`src/rtl/multicart_outer_bank_registers_top_defines.svh`:
```
// Assertion macros for the outer bank register block.
`ifndef MULTICART_OUTER_BANK_REGISTERS_TOP_DEFINES_SVH
`define MULTICART_OUTER_BANK_REGISTERS_TOP_DEFINES_SVH

`ifndef SYNTHESIS
`define MOBR_ASSERT_IMP(label, clk, rst_n, ante, cons) \
  label: assert property (@(posedge clk) disable iff (!rst_n) (ante) |-> (cons)) \
    else $error("mobr assertion failed");
`define MOBR_ASSERT_NEXT(label, clk, rst_n, ante, cons) \
  label: assert property (@(posedge clk) disable iff (!rst_n) (ante) |=> (cons)) \
    else $error("mobr assertion failed");
`else
`define MOBR_ASSERT_IMP(label, clk, rst_n, ante, cons)
`define MOBR_ASSERT_NEXT(label, clk, rst_n, ante, cons)
`endif

`endif

```
`src/rtl/mobr_pkg.sv`:
```
`timescale 1ns / 1ps

package mobr_pkg;

  typedef enum logic [2:0] {
    VAR_B37  = 3'd0,
    VAR_B44  = 3'd1,
    VAR_B45  = 3'd2,
    VAR_B47  = 3'd3,
    VAR_B49  = 3'd4,
    VAR_B52  = 3'd5,
    VAR_B205 = 3'd6
  } variant_t;

  localparam logic [2:0] VARIANT_LIMIT = 3'd7;

  localparam logic [15:0] EN_DECODE_MASK = 16'hE001;
  localparam logic [15:0] EN_DECODE_ADDR = 16'hA001;
  localparam logic [2:0]  SEL_WINDOW     = 3'b011;

  localparam logic [18:0] PRG_MASK_64K  = 19'h0FFFF;
  localparam logic [18:0] PRG_MASK_128K = 19'h1FFFF;
  localparam logic [18:0] PRG_MASK_256K = 19'h3FFFF;
  localparam logic [18:0] PRG_MASK_512K = 19'h7FFFF;
  localparam logic [17:0] CHR_MASK_128K = 18'h1FFFF;
  localparam logic [17:0] CHR_MASK_256K = 18'h3FFFF;

  typedef struct packed {
    logic [15:0] write_address;
    logic [7:0]  write_data;
  } in_item_t;

  typedef struct packed {
    logic        to_core;
    logic [20:0] prg_offset;
    logic [18:0] prg_mask;
    logic [21:0] chr_offset;
    logic [17:0] chr_mask;
    logic        prg_mode_mmc3;
    logic [18:0] prg32_base;
    logic        regs_locked;
  } out_item_t;

  typedef logic [2:0] cfg_item_t;

  typedef struct packed {
    logic [20:0] prg_offset;
    logic [18:0] prg_mask;
    logic [21:0] chr_offset;
    logic [17:0] chr_mask;
    logic        select_enabled;
    logic        select_locked;
    logic [1:0]  sequence_index;
    logic [3:0]  chr_mask_code;
    logic [1:0]  prg32_bank;
    logic        prg_mode;
  } bank_state_t;

  function automatic bank_state_t reset_state(input variant_t v);
    bank_state_t s;
    s = '0;
    case (v)
      VAR_B37: begin
        s.prg_mask = PRG_MASK_64K;
        s.chr_mask = CHR_MASK_128K;
      end
      VAR_B45: begin
        s.prg_mask = PRG_MASK_512K;
        s.chr_mask = CHR_MASK_256K;
      end
      VAR_B52, VAR_B205: begin
        s.prg_mask = PRG_MASK_256K;
        s.chr_mask = CHR_MASK_256K;
      end
      default: begin
        s.prg_mask = PRG_MASK_128K;
        s.chr_mask = CHR_MASK_128K;
      end
    endcase
    return s;
  endfunction

  function automatic logic [17:0] b45_chr_mask(input logic [21:0] chr_off,
                                               input logic [3:0] code);
    logic [3:0]  code_e;
    logic [3:0]  sh;
    logic [8:0]  span;
    logic [18:0] full;
    code_e = (chr_off != '0 || code != '0) ? code : 4'hF;
    sh     = ~code_e;
    span   = {1'b0, 8'hFF >> sh} + 9'd1;
    full   = {span, 10'b0} - 19'd1;
    return full[17:0];
  endfunction

endpackage

```
`src/rtl/mobr_chan_if.sv`:
```
`timescale 1ns / 1ps

interface mobr_chan_if #(
  parameter type payload_t = logic
);
  logic     valid;
  logic     ready;
  payload_t data;

  modport source (output valid, output data, input ready);
  modport sink (input valid, input data, output ready);
endinterface

```
`src/rtl/mobr_update.sv`:
```
`timescale 1ns / 1ps

module mobr_update import mobr_pkg::*; (
  input  variant_t    variant,
  input  bank_state_t cur,
  input  in_item_t    item,
  output bank_state_t nxt,
  output logic        to_core
);

  logic        in_sel;
  logic        in_en;
  logic        en_val;
  logic [7:0]  d;
  logic [2:0]  c52;
  logic [19:0] prg_mask45;

  assign d          = item.write_data;
  assign in_sel     = item.write_address[15:13] == SEL_WINDOW;
  assign in_en      = (item.write_address & EN_DECODE_MASK) == EN_DECODE_ADDR;
  assign en_val     = d[7] & ~d[6];
  assign c52        = {d[2], d[5:4]};
  assign prg_mask45 = {7'({1'b0, ~d[5:0]} + 7'd1), 13'b0} - 20'd1;

  always_comb begin
    nxt     = cur;
    to_core = 1'b1;
    case (variant)
      VAR_B37: begin
        if (in_sel) begin
          to_core = 1'b0;
          if (cur.select_enabled) begin
            nxt.chr_mask = CHR_MASK_128K;
            if (d[2:0] < 3'd3) begin
              nxt.prg_offset = '0;
              nxt.prg_mask   = PRG_MASK_64K;
              nxt.chr_offset = '0;
            end else if (d[2:0] == 3'd3) begin
              nxt.prg_offset = 21'h10000;
              nxt.prg_mask   = PRG_MASK_64K;
              nxt.chr_offset = '0;
            end else if (d[2:0] < 3'd7) begin
              nxt.prg_offset = 21'h20000;
              nxt.prg_mask   = PRG_MASK_128K;
              nxt.chr_offset = 22'h20000;
            end else begin
              nxt.prg_offset = 21'h30000;
              nxt.prg_mask   = PRG_MASK_64K;
              nxt.chr_offset = 22'h20000;
            end
          end
        end else if (in_en) begin
          to_core            = 1'b0;
          nxt.select_enabled = en_val;
        end
      end
      VAR_B44: begin
        if (in_en) begin
          to_core = 1'b0;
          if (d[2:0] < 3'd6) begin
            nxt.prg_offset = {1'b0, d[2:0], 17'b0};
            nxt.chr_offset = {2'b0, d[2:0], 17'b0};
            nxt.prg_mask   = PRG_MASK_128K;
            nxt.chr_mask   = CHR_MASK_128K;
          end else begin
            nxt.prg_offset = 21'hC0000;
            nxt.chr_offset = 22'hC0000;
            nxt.prg_mask   = PRG_MASK_256K;
            nxt.chr_mask   = CHR_MASK_256K;
          end
        end
      end
      VAR_B45: begin
        if (in_sel && !cur.select_locked) begin
          to_core            = 1'b0;
          nxt.sequence_index = cur.sequence_index + 2'd1;
          case (cur.sequence_index)
            2'd0: begin
              nxt.chr_offset = {cur.chr_offset[21:18], d, 10'b0};
              nxt.chr_mask   = b45_chr_mask(nxt.chr_offset, cur.chr_mask_code);
            end
            2'd1: begin
              nxt.prg_offset = {d, 13'b0};
            end
            2'd2: begin
              nxt.chr_offset    = {d[7:4], cur.chr_offset[17:0]};
              nxt.chr_mask_code = d[3:0];
              nxt.chr_mask      = b45_chr_mask(nxt.chr_offset, d[3:0]);
            end
            default: begin
              nxt.select_locked = d[6];
              nxt.prg_mask      = prg_mask45[18:0];
            end
          endcase
        end
      end
      VAR_B47, VAR_B49: begin
        if (in_sel) begin
          to_core = 1'b0;
          if (cur.select_enabled) begin
            if (variant == VAR_B47) begin
              nxt.prg_offset = {3'b0, d[0], 17'b0};
              nxt.chr_offset = {4'b0, d[0], 17'b0};
            end else begin
              nxt.prg_offset = {2'b0, d[7:6], 17'b0};
              nxt.chr_offset = {3'b0, d[7:6], 17'b0};
              nxt.prg_mask   = PRG_MASK_128K;
              nxt.chr_mask   = CHR_MASK_128K;
              nxt.prg32_bank = d[5:4];
              nxt.prg_mode   = d[0];
            end
          end
        end else if (in_en) begin
          to_core            = 1'b0;
          nxt.select_enabled = en_val;
        end
      end
      VAR_B52: begin
        if (in_sel && !cur.select_locked) begin
          to_core = 1'b0;
          if (cur.select_enabled) begin
            if (d[3]) begin
              nxt.prg_mask   = PRG_MASK_128K;
              nxt.prg_offset = {1'b0, d[2:0], 17'b0};
            end else begin
              nxt.prg_mask   = PRG_MASK_256K;
              nxt.prg_offset = {1'b0, d[2:1], 18'b0};
            end
            if (d[6]) begin
              nxt.chr_mask   = CHR_MASK_128K;
              nxt.chr_offset = {2'b0, c52, 17'b0};
            end else begin
              nxt.chr_mask   = CHR_MASK_256K;
              nxt.chr_offset = {2'b0, c52[2:1], 18'b0};
            end
            nxt.select_locked = d[7];
          end
        end else if (in_en) begin
          to_core            = 1'b0;
          nxt.select_enabled = en_val;
        end
      end
      VAR_B205: begin
        if (in_sel) begin
          to_core        = 1'b0;
          nxt.prg_offset = {2'b0, d[1:0], 17'b0};
          nxt.chr_offset = {3'b0, d[1:0], 17'b0};
          nxt.prg_mask   = d[1] ? PRG_MASK_128K : PRG_MASK_256K;
          nxt.chr_mask   = d[1] ? CHR_MASK_128K : CHR_MASK_256K;
        end
      end
      default: begin
        nxt     = cur;
        to_core = 1'b1;
      end
    endcase
  end

endmodule

```
`src/rtl/multicart_outer_bank_registers_top.sv`:
```
`timescale 1ns / 1ps
// Outer bank registers for MMC3 game-select multicarts.
// in_bus carries one CPU write beat (write_address, write_data). out_bus
// returns one beat per write: whether the write passes on to the MMC3 core
// or RAM, and the PRG/CHR offsets and masks, 32 KiB mode and bank base and
// lock flag as they stand after that write.
// cfg_bus writes the board variant (0..6); code 7 is dropped. A variant write
// also returns all bank state to the defaults of the new variant. Write it
// only while no beat is in flight.
// Latency: the result beat is valid the cycle after the write is accepted.
// Throughput: one write per cycle while the receiver takes each beat; the decode
// and state update sit between the state registers and the result register,
// so consecutive writes flow without gaps.
// When the receiver stalls, the result register holds its beat and in_bus
// ready drops until the beat is taken; a beat is accepted in the same cycle
// the held one leaves.
// Reset (rst_n low, synchronous): variant 0 (board 37), default masks, all
// offsets, enables and locks cleared, result register empty.
`include "multicart_outer_bank_registers_top_defines.svh"

module multicart_outer_bank_registers_top import mobr_pkg::*; (
  input  logic         clk,
  input  logic         rst_n,
  mobr_chan_if.sink    in_bus,
  mobr_chan_if.source  out_bus,
  mobr_chan_if.sink    cfg_bus
);

  variant_t    variant_r;
  bank_state_t state_r;
  bank_state_t state_nxt;
  logic        to_core_nxt;
  out_item_t   result_nxt;
  out_item_t   out_data_r;
  logic        out_valid_r;
  logic        in_acc;
  logic        cfg_acc;
  in_item_t    in_item;

  assign in_item       = in_bus.data;
  assign in_bus.ready  = !out_valid_r || out_bus.ready;
  assign cfg_bus.ready = 1'b1;
  assign in_acc        = in_bus.valid && in_bus.ready;
  assign cfg_acc       = cfg_bus.valid && cfg_bus.ready;
  assign out_bus.valid = out_valid_r;
  assign out_bus.data  = out_data_r;

  mobr_update u_update (
    .variant (variant_r),
    .cur     (state_r),
    .item    (in_item),
    .nxt     (state_nxt),
    .to_core (to_core_nxt)
  );

  always_comb begin
    result_nxt.to_core     = to_core_nxt;
    result_nxt.prg_offset  = state_nxt.prg_offset;
    result_nxt.prg_mask    = state_nxt.prg_mask;
    result_nxt.chr_offset  = state_nxt.chr_offset;
    result_nxt.chr_mask    = state_nxt.chr_mask;
    result_nxt.regs_locked = state_nxt.select_locked;
    if (variant_r == VAR_B49) begin
      result_nxt.prg_mode_mmc3 = state_nxt.prg_mode;
      result_nxt.prg32_base    = {2'b0, state_nxt.prg32_bank, 15'b0} |
                                 state_nxt.prg_offset[18:0];
    end else begin
      result_nxt.prg_mode_mmc3 = 1'b1;
      result_nxt.prg32_base    = '0;
    end
  end

  always_ff @(posedge clk) begin
    if (!rst_n) begin
      variant_r   <= VAR_B37;
      state_r     <= reset_state(VAR_B37);
      out_valid_r <= 1'b0;
    end else begin
      if (cfg_acc && cfg_bus.data < VARIANT_LIMIT) begin
        variant_r <= variant_t'(cfg_bus.data);
        state_r   <= reset_state(variant_t'(cfg_bus.data));
      end else if (in_acc) begin
        state_r <= state_nxt;
      end
      if (in_acc) begin
        out_valid_r <= 1'b1;
      end else if (out_bus.ready) begin
        out_valid_r <= 1'b0;
      end
    end
  end

  always_ff @(posedge clk) begin
    if (in_acc) begin
      out_data_r <= result_nxt;
    end
  end

  `MOBR_ASSERT_IMP(a_stall_blocks_input, clk, rst_n, out_valid_r && !out_bus.ready, !in_bus.ready)
  `MOBR_ASSERT_NEXT(a_accept_gives_beat, clk, rst_n, in_acc, out_valid_r)
  `MOBR_ASSERT_IMP(a_fixed_mode_fields, clk, rst_n, out_valid_r && variant_r != VAR_B49, out_data_r.prg_mode_mmc3 && out_data_r.prg32_base == '0)
  `MOBR_ASSERT_NEXT(a_lock_sticks, clk, rst_n, state_r.select_locked && !cfg_acc, state_r.select_locked)

endmodule

```
`src/flat_wrapper.sv`:
```
// flat-port wrapper written by rule: the top's interface ports become plain ports
module multicart_outer_bank_registers_top_flat import mobr_pkg::*;
  (clk, rst_n, in_bus_valid, in_bus_data, in_bus_ready, out_bus_valid, out_bus_data, out_bus_ready, cfg_bus_valid, cfg_bus_data, cfg_bus_ready);
  mobr_chan_if #(.payload_t(in_item_t)) in_bus_i ();
  mobr_chan_if #(.payload_t(out_item_t)) out_bus_i ();
  mobr_chan_if #(.payload_t(cfg_item_t)) cfg_bus_i ();
  input  logic clk;
  input  logic rst_n;
  input wire logic [$bits(in_bus_i.valid)-1:0] in_bus_valid;
  input wire logic [$bits(in_bus_i.data)-1:0] in_bus_data;
  output wire logic [$bits(in_bus_i.ready)-1:0] in_bus_ready;
  output wire logic [$bits(out_bus_i.valid)-1:0] out_bus_valid;
  output wire logic [$bits(out_bus_i.data)-1:0] out_bus_data;
  input wire logic [$bits(out_bus_i.ready)-1:0] out_bus_ready;
  input wire logic [$bits(cfg_bus_i.valid)-1:0] cfg_bus_valid;
  input wire logic [$bits(cfg_bus_i.data)-1:0] cfg_bus_data;
  output wire logic [$bits(cfg_bus_i.ready)-1:0] cfg_bus_ready;
  assign in_bus_i.valid = in_bus_valid;
  assign in_bus_i.data = in_bus_data;
  assign in_bus_ready = in_bus_i.ready;
  assign out_bus_valid = out_bus_i.valid;
  assign out_bus_data = out_bus_i.data;
  assign out_bus_i.ready = out_bus_ready;
  assign cfg_bus_i.valid = cfg_bus_valid;
  assign cfg_bus_i.data = cfg_bus_data;
  assign cfg_bus_ready = cfg_bus_i.ready;
  multicart_outer_bank_registers_top u_core (.clk(clk), .rst_n(rst_n), .in_bus(in_bus_i), .out_bus(out_bus_i), .cfg_bus(cfg_bus_i));
endmodule
```
`config.mk`:
```
export PLATFORM = sky130hd
export DESIGN_NAME = multicart_outer_bank_registers_top_flat
export DESIGN_NICKNAME = d
export VERILOG_FILES = /design/src/rtl/mobr_pkg.sv /design/src/rtl/mobr_chan_if.sv /design/src/rtl/mobr_update.sv /design/src/rtl/multicart_outer_bank_registers_top.sv /design/src/flat_wrapper.sv
export VERILOG_INCLUDE_DIRS = /design/src /design/src/rtl
export SDC_FILE = /design/constraint.sdc
export NUM_CORES = 1
export LEC_CHECK = 0
export ABC_CLOCK_PERIOD_IN_PS = 5450
export BUFFER_PORTS_ARGS = -buffer_cell sky130_fd_sc_hd__clkbuf_2
export CORE_ASPECT_RATIO = 2
export CORE_MARGIN = 1.5
export CORE_UTILIZATION = 52
export DETAILED_ROUTE_END_ITERATION = 12
export PLACE_DENSITY_LB_ADDON = 0.12
export SLEW_MARGIN = 0
export SYNTH_ARGS = -nofsm -noshare
export SYNTH_HDL_FRONTEND = slang
export SYNTH_SLANG_ARGS = --single-unit
```
`constraint.sdc`:
```
create_clock -name clk -period 5.45 [get_ports clk]
set_input_delay 0.8175 -clock clk [delete_from_list [all_inputs] [get_ports clk]]
set_output_delay 0.8175 -clock clk [all_outputs]
set_load 0.1 [all_outputs]
```
* After elaboration in Yosys (flattened, before gate mapping)
Index checks and enable logic that the tools add are counted.
Cells by class: $add $sub $neg 7, order comparisons 4, equal/unequal tests 16, shift-type cells 2, multiplexer cells 54, bitwise gates (word level) 7, reduce and logical (&&, ||, !) cells 27
Operator list (count):
- $mux 80 | 9
- $pmux 80 s6 | 1
- $mux 70 | 2
- $mux 62 | 2
- $pmux 40 s2 | 1
- $mux 79 | 1
- $mux 19 | 4
- $mux 18 | 4
- $mux 58 | 1
- $pmux 19 s3 | 1
- $mux 37 | 1
- $mux 36 | 1
- $sub 18x1->18 const B | 2
- $reduce_bool 22->1 | 1
- $mux 21 | 1
- $or 17x19->19 | 1
- $sub 19x1->19 const B | 1
- $add 8x1->8 const B | 2
- $shr 8x4->8 const A | 2
- $eq 3x2->1 const B | 5
- $eq 3x3->1 const B | 5
- $mux 1 | 13
- $mux 3 | 4
- $mux 4 | 3
- 29 further kinds | 49
Word-level totals: register bits after elaboration 197, input port bits 32, output and inout bits 105, logic and storage cells 137

* Logic depth before layout (Yosys ltp)
depth in word-level cells 12, gate-level depth with buffers 10

* Hierarchy
From an unflattened synthesis, not the netlist that was laid out.
Unflattened totals: cell total of the unflattened synthesis 1026, area, all modules 9819.4 sq um
Modules (own cells, without submodules):
- multicart_outer_bank_registers_top | instances 1, cells an instance 547, area each 6801.5 sq um, seq. area each 4964.8 sq um
- mobr_update | instances 1, cells an instance 479, area each 3017.9 sq um, seq. area each 0.0 sq um

* Worst setup path before layout
No wires, ideal clock.
kind input to register, from input port out_bus_ready, to register u_core.state_r[7] (netlist name), data arrival time 6010 ps, setup slack -688 ps, stages 7, path buffers 1, cell sequence nand2b_1 nand2_1 inv_1 clkbuf_1 nand3_1 xnor2_1 nor2_1
Between the ends: cells in the longest elaborated chain, start to end 3
Ends and longest elaborated chain:
- from (decl) | RTL line flat_wrapper.sv:14 | input wire logic [$bits(out_bus_i.ready)-1:0] out_bus_ready;
- $logic_or 1x1->1 | RTL line multicart_outer_bank_registers_top.sv:41 | assign in_bus.ready = !out_valid_r || out_bus.ready;
- $logic_and 1x1->1 | RTL line multicart_outer_bank_registers_top.sv:43 | assign in_acc = in_bus.valid && in_bus.ready;
- named net u_core.in_acc | RTL line multicart_outer_bank_registers_top.sv:36 | logic in_acc;
- $reduce_and 3->1 (no source line)
- to (signal assigned) | RTL line multicart_outer_bank_registers_top.sv:76 | state_r <= reset_state(VAR_B37);
- to (signal assigned) | RTL line multicart_outer_bank_registers_top.sv:81 | state_r <= reset_state(variant_t'(cfg_bus.data));
- to (signal assigned) | RTL line multicart_outer_bank_registers_top.sv:83 | state_r <= state_nxt;
- to (decl) | RTL line multicart_outer_bank_registers_top.sv:30 | bank_state_t state_r;
The timed path passes the listed nets, and every way through them passes these cells. A chain may end at the register's enable or synchronous reset.

==> metrics.yaml <==
yosysSeqAreaShare_pct: 54.8
synth_edf_count: 102
cp_data_arrival_time_ps: 3430
ant_nets: 0
tns_ps: 0
drive_gt1_share_pct: 21.7
drv_slew: 0
n_antenna_cell: 0
power.internal_w: 0.00233
avgRoutedWirePerCell_um: 19.2
worstSetupStartpointType: "input port"
finalSetupViolations: 0
clock_latency_ps: 430
cts_setup_buffers: 0
fmax_mhz: 309
hpwl_um: 15900
rows: 68
syn_to_final_growth_pct: 13.9
gp_congestion: 1.00
switchingPower_w: 0.000989
synth_cells: 866
peakVddDrop_v: 0.000217
netlist_area_mm2: 0.00906
drt_pass1_iterations: 5
vias_per_cell: 6.06
core_mm2: 0.0172
grtUsageTotal_pct: 25.8
numPortBuffers: 123
combPwrFrac_pct: 14.5
worst-slew-pin-transition_ps: 1060
layout_common_cells: "123 x clkbuf_2, 102 x edfxtp_1, 95 x dfxtp_1"
nNetsFinal: 999
min_period_ps: 3230
via_count: 7170
grt_pass1_wl_um: 35600
maxCapViolCount: 0
grt_max_degree: 74
grt-ovfl-total: 0
drcViolationCount: 0
dp_slack_ps: 1900
final_cell_area_mm2: 0.0103
clock-sinks: 197
syn_nets: 904
syn_area_per_cell_um2: 10.5
setup_slack_ps: 2220
path_class: "in -> reg"
fin_crit_sh_pct: 59.3
ys_types: 80
start_util_pct: 52.7
place_area_mm2: 0.00974
die_x_um: 96.3
die_area_mm2: 0.0183
netSwitchingFraction_pct: 29.8
status: "completed"
relSlewSlack_pct: 29.0
wirelength_um: 22700
drt_iter0_markers: 391
mostFrequentLayoutCell: "clkbuf_2"
skew_ps: 13.2
io_pins: 137
required_ps: 5640
async_flop_share_pct: 0
die_height_um: 190
final_util_pct: 60.1
grt_setup_unrepaired: "no"
grt_pass1_vias: 6779
p_leak_nw: 3.89
cts_hold_buf: 0
cts_tree: "built"
pwr-share-seq_pct: 48.4
cts_buffers: 17
finalHoldViolations: 0
end_kind: "register"
critPathMaxFanout: 21
root_buffer: "clkbuf_16"
ys_ff_latch: 197
synth_ff_type: "edfxtp_1"
clock_path_buffers: 2
antenna_found_initial: 0
pwr-share-clk_pct: 37.1
clkSlewWorstSetupHoldPaths_ps: 70
cts_resized: 0
yosysWarningCount: 0
htree_levels: 4
hold_class: "reg -> reg"
p_per_area_mw_per_mm2: 322
final cells by class:
| cell class | count | area (µm²) |
|---|---|---|
| Timing Repair Buffer | 133 | 691 |
| Clock buffer | 19 | 443 |
| Multi-Input combinational cell | 592 | 3750 |
| Clock inverter | 13 | 136 |
| Fill cell | 1499 | 6860 |
| Inverter | 20 | 77.6 |
| Tap cell | 210 | 263 |
| Sequential cell | 197 | 4960 |
synthesized netlist by cell type, types with 12 or more instances:
library cell	n	area, µm²
a22o_1	22	193
a21oi_1	43	215
buf_2	18	90.1
nor2_1	53	199
clkbuf_1	28	105
and2_1	56	350
nand2b_1	38	238
nand3_1	16	80.1
or2_2	13	81.3
and3_1	18	113
edfxtp_1	102	3060
inv_1	19	71.3
dfxtp_1	95	1900
or2_1	12	75.1
o21ai_0	40	200
nand2_1	70	263
nor3_1	18	90.1
a31oi_1	14	87.6
registers in the layout (all words and copies together), names as in the netlist, named ones only:
signal                flops
u_core.out_bus.data     102
u_core.out_bus.valid      1
u_core.state_r           90
u_core.variant_r          3
metrics by stage:
| stage | hold slack, ps | std cells | power (W) |
|---|---|---|---|
| global placement | 414 | 1152 | 0.00212 |
| detailed placement | 417 | 1152 | 0.00212 |
| floorplan | 402 | 866 | 0.00203 |
| global route | 449 | 1184 | 0.00342 |
| finish | 434 | 1184 | 0.00332 |
| CTS | 438 | 1184 | 0.00334 |
critical path: stages:
cell and delay [ps]:
clkbuf_2 440, inv_1 310, ha_1 360, nor3b_1 180, nand4_1 230, o21ai_2 150, o31ai_1 550, nand3_1 140
a31o_2 250
kinds of logic after synthesis:
group	synth area share, %
simple gates	21.8
mux	1.34
compound gates	17.0
buf+inv	3.98
xor+xnor	0.290
fa+ha+maj	0.828
other cells	0.0414
flops	54.8
worst paths after layout:
check,slack (ps),depth (start not counted),startpoint,endpoint
min reg2reg,430,1,u_core.state_r[13]$_SDFFE_PN1P_,u_core.state_r[13]$_SDFFE_PN1P_
max,2220,9,in_bus_data[0],u_core.out_bus.data[38]$_DFFE_PP_
min,430,1,u_core.state_r[13]$_SDFFE_PN1P_,u_core.state_r[13]$_SDFFE_PN1P_
max reg2reg,2520,6,register,u_core.state_r[78]$_SDFFE_PP0P_
power by group through the flow:
stage | Sequential, W | Clock [W] | Combinational (W)
after floorplan | 0.00185 | 0 | 0.000173
after global placement | 0.00164 | 0 | 0.000477
after detailed placement | 0.00164 | 0 | 0.000480
after CTS | 0.00161 | 0.00125 | 0.000481
after global routing | 0.00161 | 0.00131 | 0.000508
final | 0.00161 | 0.00123 | 0.000483
metal layers:
layer  GRT usage (%)  up-vias  share of wire (%)
met4            15.6        0                5.9
li1                -     3355                  -
met1            29.6     3411                 38
met5               0        -                  0
met3            4.40       73                6.0
met2            43.8      331                 50
No activity file was read; power rests on OpenSTA's default activity.
